File: src/design/kts_pkg.sv
// ============================================================================
// Trajectory smoother package
// Shared types, register indexes, reset values and state encodings for the
// trajectory smoother and its arithmetic units.
// ============================================================================
package kts_pkg;

    // Field widths of the item, result and configuration transfers.
    localparam int DELTA_WIDTH     = 32;
    localparam int NOISE_WIDTH     = 32;
    localparam int CFG_INDEX_WIDTH = 2;

    // Configuration register indexes.
    localparam logic [CFG_INDEX_WIDTH-1:0] REG_PROCESS_NOISE_X     = 2'd0;
    localparam logic [CFG_INDEX_WIDTH-1:0] REG_MEASUREMENT_NOISE_X = 2'd1;
    localparam logic [CFG_INDEX_WIDTH-1:0] REG_PROCESS_NOISE_Y     = 2'd2;
    localparam logic [CFG_INDEX_WIDTH-1:0] REG_MEASUREMENT_NOISE_Y = 2'd3;

    // Register reset values.
    localparam logic [NOISE_WIDTH-1:0] PROCESS_NOISE_RESET     = 32'd66;
    localparam logic [NOISE_WIDTH-1:0] MEASUREMENT_NOISE_RESET = 32'd16384;

    // Saturation bounds of the corrected motion, held in 36 bits.
    localparam logic signed [35:0] SAT_HI = 36'sh07FFFFFFF;
    localparam logic signed [35:0] SAT_LO = 36'shF80000000;

    // Input item: motion of one frame.
    typedef struct packed {
        logic signed [DELTA_WIDTH-1:0] delta_x;
        logic signed [DELTA_WIDTH-1:0] delta_y;
        logic                          first_frame;
    } item_t;

    // Result item: smoothed motion of one frame.
    typedef struct packed {
        logic signed [DELTA_WIDTH-1:0] new_delta_x;
        logic signed [DELTA_WIDTH-1:0] new_delta_y;
    } result_t;

    // Filter sequencer states.
    typedef enum logic [3:0] {
        ST_IDLE,
        ST_PREDICT,
        ST_DIV_GO,
        ST_DIV_WAIT,
        ST_RESIDUAL,
        ST_SCALE_WAIT,
        ST_VAR_GO,
        ST_VAR_WAIT,
        ST_OUTPUT,
        ST_EMIT
    } seq_state_t;

    // Multiply-accumulate unit phases.
    typedef enum logic [1:0] {
        MAC_IDLE,
        MAC_MUL,
        MAC_ADD
    } mac_phase_t;

endpackage

File: src/design/kts_divider.sv
// ============================================================================
// Gain divider
// Restoring divider that forms floor(dividend * 2^F / divisor) one quotient
// bit per cycle. The quotient never exceeds 2^F because the dividend is not
// larger than the divisor. A zero divisor gives a zero quotient.
// ============================================================================
module kts_divider #(
    parameter int FRACTION_BITS = 16
) (
    input  logic                     clk,
    input  logic                     rst_n,
    input  logic                     start,
    input  logic [31:0]              dividend,
    input  logic [32:0]              divisor,
    output logic [FRACTION_BITS:0]   quotient,
    output logic                     done
);

    localparam int STEPS = FRACTION_BITS + 1;
    localparam int CNTW  = $clog2(STEPS + 1);

    logic [CNTW-1:0]          cnt_reg;
    logic                     done_reg;
    logic                     zero_reg;
    logic [33:0]              rem_reg;
    logic [32:0]              den_reg;
    logic [FRACTION_BITS:0]   q_reg;

    logic                     ge;
    logic [33:0]              rem_diff;
    logic [33:0]              rem_step;

    // One compare and subtract per cycle.
    assign ge       = rem_reg >= {1'b0, den_reg};
    assign rem_diff = rem_reg - {1'b0, den_reg};
    assign rem_step = ge ? rem_diff : rem_reg;

    // Control state.
    always_ff @(posedge clk or negedge rst_n)
    begin
        if (!rst_n)
        begin
            cnt_reg  <= '0;
            done_reg <= 1'b0;
        end
        else
        begin
            done_reg <= 1'b0;
            if (cnt_reg == '0)
            begin
                if (start)
                begin
                    cnt_reg <= CNTW'(STEPS);
                end
            end
            else
            begin
                cnt_reg <= cnt_reg - CNTW'(1);
                if (cnt_reg == CNTW'(1))
                begin
                    done_reg <= 1'b1;
                end
            end
        end
    end

    // Partial remainder and quotient.
    always_ff @(posedge clk)
    begin
        if (cnt_reg == '0)
        begin
            if (start)
            begin
                rem_reg  <= {2'b00, dividend};
                den_reg  <= divisor;
                zero_reg <= (divisor == '0);
                q_reg    <= '0;
            end
        end
        else
        begin
            rem_reg <= {rem_step[32:0], 1'b0};
            q_reg   <= {q_reg[FRACTION_BITS-1:0], ge};
        end
    end

    assign quotient = zero_reg ? '0 : q_reg;
    assign done     = done_reg;

endmodule

File: src/design/kts_mac.sv
// ============================================================================
// Gain multiplier
// Forms floor(gain * operand / 2^F) with one (F+1) x 32 bit multiplier,
// taking the operand in 32-bit chunks from the top down. Each chunk takes
// a multiply phase and then an accumulate phase.
// ============================================================================
module kts_mac #(
    parameter int POSITION_WIDTH = 48,
    parameter int FRACTION_BITS  = 16
) (
    input  logic                        clk,
    input  logic                        rst_n,
    input  logic                        start,
    input  logic [FRACTION_BITS:0]      gain,
    input  logic [POSITION_WIDTH-1:0]   operand,
    output logic [POSITION_WIDTH-1:0]   result,
    output logic                        done
);

    localparam int NCH = (POSITION_WIDTH + 31) / 32;
    localparam int OPW = NCH * 32;
    localparam int PRW = FRACTION_BITS + 33;
    localparam int AW  = OPW + FRACTION_BITS + 1;
    localparam int CW  = $clog2(NCH + 1);

    kts_pkg::mac_phase_t      phase_reg, phase_next;
    logic [CW-1:0]            cnt_reg, cnt_next;
    logic                     done_reg, done_next;
    logic [FRACTION_BITS:0]   gain_reg, gain_next;
    logic [OPW-1:0]           op_reg, op_next;
    logic [PRW-1:0]           prod_reg, prod_next;
    logic [AW-1:0]            acc_reg, acc_next;

    // Control registers.
    always_ff @(posedge clk or negedge rst_n)
    begin
        if (!rst_n)
        begin
            phase_reg <= kts_pkg::MAC_IDLE;
            cnt_reg   <= '0;
            done_reg  <= 1'b0;
        end
        else
        begin
            phase_reg <= phase_next;
            cnt_reg   <= cnt_next;
            done_reg  <= done_next;
        end
    end

    // Datapath registers.
    always_ff @(posedge clk)
    begin
        gain_reg <= gain_next;
        op_reg   <= op_next;
        prod_reg <= prod_next;
        acc_reg  <= acc_next;
    end

    // Chunk sequencing: multiply, then shift the sum up a chunk and add.
    always_comb
    begin
        phase_next = phase_reg;
        cnt_next   = cnt_reg;
        done_next  = 1'b0;
        gain_next  = gain_reg;
        op_next    = op_reg;
        prod_next  = prod_reg;
        acc_next   = acc_reg;
        unique case (phase_reg)
            kts_pkg::MAC_IDLE:
            begin
                if (start)
                begin
                    gain_next  = gain;
                    op_next    = OPW'(operand);
                    acc_next   = '0;
                    cnt_next   = CW'(NCH);
                    phase_next = kts_pkg::MAC_MUL;
                end
            end
            kts_pkg::MAC_MUL:
            begin
                prod_next  = PRW'(gain_reg) * PRW'(op_reg[OPW-1 -: 32]);
                op_next    = op_reg << 32;
                phase_next = kts_pkg::MAC_ADD;
            end
            kts_pkg::MAC_ADD:
            begin
                acc_next = (acc_reg << 32) + AW'(prod_reg);
                if (cnt_reg == CW'(1))
                begin
                    done_next  = 1'b1;
                    phase_next = kts_pkg::MAC_IDLE;
                end
                else
                begin
                    cnt_next   = cnt_reg - CW'(1);
                    phase_next = kts_pkg::MAC_MUL;
                end
            end
            default:
            begin
                phase_next = kts_pkg::MAC_IDLE;
            end
        endcase
    end

    assign result = acc_reg[FRACTION_BITS +: POSITION_WIDTH];
    assign done   = done_reg;

endmodule

File: src/design/kalman_trajectory_smoother.sv
// ============================================================================
// Kalman trajectory smoother
// Two scalar Kalman filters, x and y, run in turn by one sequencer over a
// shared divider and a shared multiplier, smoothing per-frame motion.
// ============================================================================
// Each accepted item adds its motion to the x and y trajectory totals, runs
// one filter step per axis and returns one result: the motion corrected by
// the filtered trajectory, saturated to 32 bits. The block takes one item at
// a time; item_stall stays high from acceptance until the result is loaded
// into the output register. When first_frame is set, each axis resets its
// estimate and variance and skips the divider and the multiplier. The gain
// divider forms one quotient bit per cycle, and the (FRACTION_BITS+1) x 32
// bit multiplier takes its operand in 32-bit chunks and is used twice per
// axis; both are shared by the two axes, which are processed one after the
// other.
module kalman_trajectory_smoother #(
    parameter int POSITION_WIDTH = 48,
    parameter int FRACTION_BITS  = 16
) (
    input  logic                                  clk,
    input  logic                                  rst_n,
    input  logic                                  item_valid,
    output logic                                  item_stall,
    input  kts_pkg::item_t                        item,
    output logic                                  result_valid,
    input  logic                                  result_stall,
    output kts_pkg::result_t                      result,
    input  logic                                  cfg_write,
    input  logic [kts_pkg::CFG_INDEX_WIDTH-1:0]   cfg_index,
    input  logic [kts_pkg::NOISE_WIDTH-1:0]       cfg_data
);

    localparam int PW = POSITION_WIDTH;
    localparam int F  = FRACTION_BITS;
    localparam int EW = PW + 2;

    localparam logic [F:0]             ONE_GAIN     = {1'b1, {F{1'b0}}};
    localparam logic [31:0]            ONE_VARIANCE = 32'(ONE_GAIN);
    localparam logic signed [EW-1:0]   CLAMP_HI     = EW'(64'sd8589934592);
    localparam logic signed [EW-1:0]   CLAMP_LO     = EW'(-64'sd8589934592);

    kts_pkg::seq_state_t      state_reg, state_next;
    logic                     axis_reg, axis_next;

    logic [31:0]              q_noise_reg [2];
    logic [31:0]              r_noise_reg [2];

    logic [PW-1:0]            total_reg [2];
    logic [PW-1:0]            total_next [2];
    logic [PW-1:0]            est_reg [2];
    logic [PW-1:0]            est_next [2];
    logic [31:0]              var_reg [2];
    logic [31:0]              var_next [2];

    logic signed [31:0]       delta_reg [2];
    logic                     first_reg;
    logic [31:0]              pp_reg, pp_next;
    logic [F:0]               gain_reg, gain_next;
    logic                     neg_reg, neg_next;
    logic [31:0]              nd_reg [2];
    logic [31:0]              nd_next [2];

    logic                     result_valid_reg;
    kts_pkg::result_t         result_reg;

    logic                     item_accept;
    logic                     result_load;

    // Shared unit handshakes.
    logic                     div_start;
    logic [32:0]              div_den;
    logic [F:0]               div_quot;
    logic                     div_done;
    logic                     mac_start;
    logic [F:0]               mac_gain;
    logic [PW-1:0]            mac_operand;
    logic [PW-1:0]            mac_result;
    logic                     mac_done;

    // Per-axis combinational values.
    logic signed [31:0]       cur_delta;
    logic [PW-1:0]            delta_ext;
    logic [32:0]              var_sum;
    logic [31:0]              pp_sat;
    logic [PW-1:0]            res_diff;
    logic [PW-1:0]            res_mag;
    logic [PW-1:0]            out_diff;
    logic signed [EW-1:0]     out_wide;
    logic signed [34:0]       diff_clamped;
    logic signed [35:0]       out_sum;
    logic [31:0]              out_sat;

    assign item_stall  = (state_reg != kts_pkg::ST_IDLE);
    assign item_accept = item_valid && !item_stall;
    assign result_load = (state_reg == kts_pkg::ST_EMIT)
                         && (!result_valid_reg || !result_stall);

    // Prediction: variance plus process noise, saturated to 32 bits.
    assign cur_delta = delta_reg[axis_reg];
    assign delta_ext = {{(PW-32){cur_delta[31]}}, cur_delta};
    assign var_sum   = {1'b0, var_reg[axis_reg]} + {1'b0, q_noise_reg[axis_reg]};
    assign pp_sat    = var_sum[32] ? '1 : var_sum[31:0];
    assign div_den   = {1'b0, pp_reg} + {1'b0, r_noise_reg[axis_reg]};

    // Residual between trajectory total and estimate, as sign and magnitude.
    assign res_diff = total_reg[axis_reg] - est_reg[axis_reg];
    assign res_mag  = res_diff[PW-1] ? (PW'(0) - res_diff) : res_diff;

    // Corrected motion: delta plus clamped (estimate - total), saturated.
    assign out_diff = est_reg[axis_reg] - total_reg[axis_reg];
    assign out_wide = {{2{out_diff[PW-1]}}, out_diff};
    always_comb
    begin
        priority if (out_wide > CLAMP_HI)
        begin
            diff_clamped = 35'sh200000000;
        end
        else if (out_wide < CLAMP_LO)
        begin
            diff_clamped = 35'sh600000000;
        end
        else
        begin
            diff_clamped = out_wide[34:0];
        end
    end
    assign out_sum = {{4{cur_delta[31]}}, cur_delta} + {diff_clamped[34], diff_clamped};
    always_comb
    begin
        priority if (out_sum > kts_pkg::SAT_HI)
        begin
            out_sat = 32'h7FFFFFFF;
        end
        else if (out_sum < kts_pkg::SAT_LO)
        begin
            out_sat = 32'h80000000;
        end
        else
        begin
            out_sat = out_sum[31:0];
        end
    end

    // Shared gain divider.
    kts_divider #(
        .FRACTION_BITS (F)
    ) u_divider (
        .clk      (clk),
        .rst_n    (rst_n),
        .start    (div_start),
        .dividend (pp_reg),
        .divisor  (div_den),
        .quotient (div_quot),
        .done     (div_done)
    );

    // Shared gain multiplier.
    kts_mac #(
        .POSITION_WIDTH (PW),
        .FRACTION_BITS  (F)
    ) u_mac (
        .clk     (clk),
        .rst_n   (rst_n),
        .start   (mac_start),
        .gain    (mac_gain),
        .operand (mac_operand),
        .result  (mac_result),
        .done    (mac_done)
    );

    // Sequencer state and filter state.
    always_ff @(posedge clk or negedge rst_n)
    begin
        if (!rst_n)
        begin
            state_reg <= kts_pkg::ST_IDLE;
            axis_reg  <= 1'b0;
            for (int i = 0; i < 2; i++)
            begin
                total_reg[i] <= '0;
                est_reg[i]   <= '0;
                var_reg[i]   <= ONE_VARIANCE;
            end
        end
        else
        begin
            state_reg <= state_next;
            axis_reg  <= axis_next;
            for (int i = 0; i < 2; i++)
            begin
                total_reg[i] <= total_next[i];
                est_reg[i]   <= est_next[i];
                var_reg[i]   <= var_next[i];
            end
        end
    end

    // Configuration registers.
    always_ff @(posedge clk or negedge rst_n)
    begin
        if (!rst_n)
        begin
            q_noise_reg[0] <= kts_pkg::PROCESS_NOISE_RESET;
            r_noise_reg[0] <= kts_pkg::MEASUREMENT_NOISE_RESET;
            q_noise_reg[1] <= kts_pkg::PROCESS_NOISE_RESET;
            r_noise_reg[1] <= kts_pkg::MEASUREMENT_NOISE_RESET;
        end
        else if (cfg_write)
        begin
            unique case (cfg_index)
                kts_pkg::REG_PROCESS_NOISE_X:     q_noise_reg[0] <= cfg_data;
                kts_pkg::REG_MEASUREMENT_NOISE_X: r_noise_reg[0] <= cfg_data;
                kts_pkg::REG_PROCESS_NOISE_Y:     q_noise_reg[1] <= cfg_data;
                kts_pkg::REG_MEASUREMENT_NOISE_Y: r_noise_reg[1] <= cfg_data;
                default:                          q_noise_reg[0] <= q_noise_reg[0];
            endcase
        end
    end

    // Item capture and per-step working registers.
    always_ff @(posedge clk)
    begin
        if (item_accept)
        begin
            delta_reg[0] <= item.delta_x;
            delta_reg[1] <= item.delta_y;
            first_reg    <= item.first_frame;
        end
        pp_reg    <= pp_next;
        gain_reg  <= gain_next;
        neg_reg   <= neg_next;
        nd_reg[0] <= nd_next[0];
        nd_reg[1] <= nd_next[1];
    end

    // Output register.
    always_ff @(posedge clk or negedge rst_n)
    begin
        if (!rst_n)
        begin
            result_valid_reg <= 1'b0;
        end
        else if (result_load)
        begin
            result_valid_reg <= 1'b1;
        end
        else if (!result_stall)
        begin
            result_valid_reg <= 1'b0;
        end
    end

    always_ff @(posedge clk)
    begin
        if (result_load)
        begin
            result_reg.new_delta_x <= nd_reg[0];
            result_reg.new_delta_y <= nd_reg[1];
        end
    end

    assign result_valid = result_valid_reg;
    assign result       = result_reg;

    // Next state and datapath control.
    always_comb
    begin
        state_next  = state_reg;
        axis_next   = axis_reg;
        total_next  = total_reg;
        est_next    = est_reg;
        var_next    = var_reg;
        pp_next     = pp_reg;
        gain_next   = gain_reg;
        neg_next    = neg_reg;
        nd_next     = nd_reg;
        div_start   = 1'b0;
        mac_start   = 1'b0;
        mac_gain    = gain_reg;
        mac_operand = res_mag;
        unique case (state_reg)
            kts_pkg::ST_IDLE:
            begin
                if (item_accept)
                begin
                    axis_next  = 1'b0;
                    state_next = kts_pkg::ST_PREDICT;
                end
            end
            kts_pkg::ST_PREDICT:
            begin
                total_next[axis_reg] = total_reg[axis_reg] + delta_ext;
                pp_next              = pp_sat;
                if (first_reg)
                begin
                    est_next[axis_reg] = '0;
                    var_next[axis_reg] = ONE_VARIANCE;
                    state_next         = kts_pkg::ST_OUTPUT;
                end
                else
                begin
                    state_next = kts_pkg::ST_DIV_GO;
                end
            end
            kts_pkg::ST_DIV_GO:
            begin
                div_start  = 1'b1;
                state_next = kts_pkg::ST_DIV_WAIT;
            end
            kts_pkg::ST_DIV_WAIT:
            begin
                if (div_done)
                begin
                    gain_next  = div_quot;
                    state_next = kts_pkg::ST_RESIDUAL;
                end
            end
            kts_pkg::ST_RESIDUAL:
            begin
                neg_next    = res_diff[PW-1];
                mac_start   = 1'b1;
                mac_gain    = gain_reg;
                mac_operand = res_mag;
                state_next  = kts_pkg::ST_SCALE_WAIT;
            end
            kts_pkg::ST_SCALE_WAIT:
            begin
                if (mac_done)
                begin
                    if (neg_reg)
                    begin
                        est_next[axis_reg] = est_reg[axis_reg] - mac_result;
                    end
                    else
                    begin
                        est_next[axis_reg] = est_reg[axis_reg] + mac_result;
                    end
                    state_next = kts_pkg::ST_VAR_GO;
                end
            end
            kts_pkg::ST_VAR_GO:
            begin
                mac_start   = 1'b1;
                mac_gain    = ONE_GAIN - gain_reg;
                mac_operand = {{(PW-32){1'b0}}, pp_reg};
                state_next  = kts_pkg::ST_VAR_WAIT;
            end
            kts_pkg::ST_VAR_WAIT:
            begin
                if (mac_done)
                begin
                    var_next[axis_reg] = mac_result[31:0];
                    state_next         = kts_pkg::ST_OUTPUT;
                end
            end
            kts_pkg::ST_OUTPUT:
            begin
                nd_next[axis_reg] = out_sat;
                if (!axis_reg)
                begin
                    axis_next  = 1'b1;
                    state_next = kts_pkg::ST_PREDICT;
                end
                else
                begin
                    state_next = kts_pkg::ST_EMIT;
                end
            end
            kts_pkg::ST_EMIT:
            begin
                if (result_load)
                begin
                    state_next = kts_pkg::ST_IDLE;
                end
            end
            default:
            begin
                state_next = kts_pkg::ST_IDLE;
            end
        endcase
    end

endmodule

File: config.mk
export PLATFORM = sky130hd
export DESIGN_NAME = kalman_trajectory_smoother
export DESIGN_NICKNAME = d
export VERILOG_FILES = /design/src/design/kts_pkg.sv /design/src/design/kts_divider.sv /design/src/design/kts_mac.sv /design/src/design/kalman_trajectory_smoother.sv
export SDC_FILE = /design/constraint.sdc
export NUM_CORES = 2
export LEC_CHECK = 0
export BUFFER_PORTS_ARGS = -buffer_cell sky130_fd_sc_hd__buf_2
export CAP_MARGIN = 15
export CORE_MARGIN = 5
export CORE_UTILIZATION = 60
export CTS_CLUSTER_DIAMETER = 120
export DETAILED_ROUTE_END_ITERATION = 10
export HOLD_SLACK_MARGIN = 0.06
export PLACE_DENSITY = 0.88
export SKIP_LAST_GASP = 1
export SYNTH_ARGS = -nofsm -noshare
export SYNTH_HDL_FRONTEND = slang
export SYNTH_HIERARCHICAL = 1
export SYNTH_SLANG_ARGS = --single-unit
File: constraint.sdc
create_clock -name clk -period 11.6 [get_ports clk]
set_input_delay 2.32 -clock clk [delete_from_list [all_inputs] [get_ports clk]]
set_output_delay 2.32 -clock clk [all_outputs]
set_load 0.02 [all_outputs]
==> out/metrics.yaml <==
status: "completed"
dr.pass1.iters: 9
syn-num-nets: 9247
first_global_vias: 63000
die_w_um: 370
rsz0062_at_grt: "false"
layout-drive-gt1-share: 0.102
setup_viol: 0
worst_setup_hold_path_clk_slew_ns: 0.06
synth_cell_types: 113
h-tree-depth: 3
slowest_delay_ns: 1.02
chipHeight_um: 370
grt_max_degree: 159
min_to: "result[55]"
cts.repair.resized: 0
vias: 63100
cts_buffer_depth: 3
cts_tree: "built"
cp.arrival_ns: 10.95
cts_setup_buffers: 0
hold_violations: 0
insertion_delay_ns: 0.74
min_period_ns: 10.54
worstHoldPathCells: 0
antenna_found_initial: 3
synth_top_cell_by_area: "edfxtp_1"
synthDominantCellAreaShare: 0.201
fin_nets: 9169
drtIter0Drc: 7001
clkSinkCount: 923
start_kind: "flop"
synthesis.instances: 8171
core-area_mm2: 0.129
ys.flop_type: "edfxtp_1"
r2r-start: "axis_reg"
hold_slack_ns: 0.420
timing.reg2reg.setup_slack_ns: 1.06
numCtsBuffers: 98
fin_skew_ns: 0.0623
syn_to_final_growth_pct: 6.84
synth_edf_count: 521
fill_cells: 10000
max_slew_margin: 0.199
end_kind: "flop"
fmax_ghz: 0.0949
wl_per_cell_um: 23.7
drt-total-wl_um: 235000
drc: 0
grt_usage: 0.339
worst-slew-pin-transition_ns: 1.20
maxSlewViolCount: 0
path_class: "flop to flop"
crit_required_ns: 12.01
max_cap_viol_count: 0
synth-seq-cells: 923
place.detailed.hpwl_um: 180000
start_util: 0.602
yosysSeqAreaShare: 0.331
ys_top_cells_by_count: "nand2_1 (939), inv_1 (834), a21oi_1 (550)"
grt_overflow: 0
rr_endpoint: "nd_reg[53]"
cts_hold_buf: 0
worstHoldPathType: "flop to flop"
avgSynthCellArea_um2: 9.51
synthTopCellsByArea: "edfxtp_1 (20%), dfrtp_1 (13%), fa_1 (12%), ha_1 (8.3%), nand2_1 (4.5%)"
via_per_inst: 6.36
r2r_cells: 29
hp-start: "nd_reg[55]"
tns_ns: 0
postRouteAntennaNets: 0
dieArea_mm2: 0.137
cp_common_cell: "buf_4"
gp_congestion: 1.02
port_buffers: 169
critPathMaxFanout: 52
synth_warnings: 6
critPathSlowestCell: "dfrtp_4"
period_share: 0.909
cts_root_buffer: "clkbuf_16"
rows: 132
ios: 170
grt_pass1_wl_um: 363000
synth-async-reset-ratio: 0.434
synth_area_mm2: 0.0777
yosys.cell_count.top_type: "nand2_1"
-- worst max-delay path by stage --
stage | startpoint | end | slack, ns | cells after the start
floorplan | axis_reg | nd_reg[21] | 3.13 | 34
global placement | axis_reg | nd_reg[36] | 1.80 | 29
detailed placement | axis_reg | nd_reg[40] | 1.45 | 29
CTS | axis_reg | nd_reg[21] | 1.37 | 29
global route | axis_reg | nd_reg[19] | 0.53 | 29
finish | axis_reg | nd_reg[53] | 1.06 | 29
-- layout make-up --
class	instances	area, um^2	share of cell area
antenna	2	5.00	0.0000603
tap	1742	2180	0.0263
inverter	836	3140	0.0378
clock inverter	54	659	0.00794
clock buffer	127	2750	0.0331
sequential	923	25700	0.310
multi-input combinational	5980	47100	0.567
timing repair buffer	254	1530	0.0184
-- cells by family (layout without fill, tap and decap cells) --
family / after synthesis / in the layout / share of synthesized area
AOI/OAI and AO/OA: 1787 / 1787 / 0.150
xor gates and xnor gates: 374 / 374 / 0.0422
adders and majority gates: 972 / 972 / 0.201
buffers and inverters: 1268 / 1271 / 0.0649
DFF: 923 / 923 / 0.331
muxes: 421 / 421 / 0.0590
other: 0 / 2 / 0
and+or+nand+nor: 2426 / 2426 / 0.152
-- critical path, delay by kind of cell, from the launching register on --
kind                     cells  cell delay, ns
multiplexers                 1            0.18
flip-flops                   1            1.02
AND/OR/NAND/NOR             10            3.52
XOR/XNOR                     2            0.41
buffers and inverters        3            1.22
AO/OA/AOI/OAI               10            2.67
adder cells (fa/ha/maj)      3            1.09
-- cells in the final DEF (no fill, tap or decap), types with 296 or more instances in the layout --
cell type,synthesis,layout
a21oi_1,550,549
and2_1,306,306
dfrtp_1,393,392
edfxtp_1,521,521
fa_1,459,459
ha_1,513,513
inv_1,834,834
mux2_2,296,296
nand2_1,939,937
nor2_1,389,383
o21ai_0,333,333
-- per-layer routing --
| metal | wire length (um) | GRT usage | up-vias |
|---|---|---|---|
| li1 | - | - | 28100 |
| met1 | 92400 | 0.448 | 31000 |
| met2 | 107000 | 0.536 | 3289 |
| met3 | 22800 | 0.0743 | 731 |
| met4 | 12800 | 0.158 | 4 |
| met5 | 180 | 0.00855 | - |
-- stage by stage --
stage	utilization	cells	setup slack [ns]	instance area, um^2
floorplan	-	8171	3.13	77700
global placement	0.616	9734	1.80	79600
detailed placement	0.616	9734	1.45	79600
CTS	0.643	9915	1.37	83000
global route	0.643	9916	0.533	83000
finish	0.643	9918	1.06	83000
Power is not shown: default switching activity piles up to over one toggle a cycle in this logic, so the estimate is an artifact.
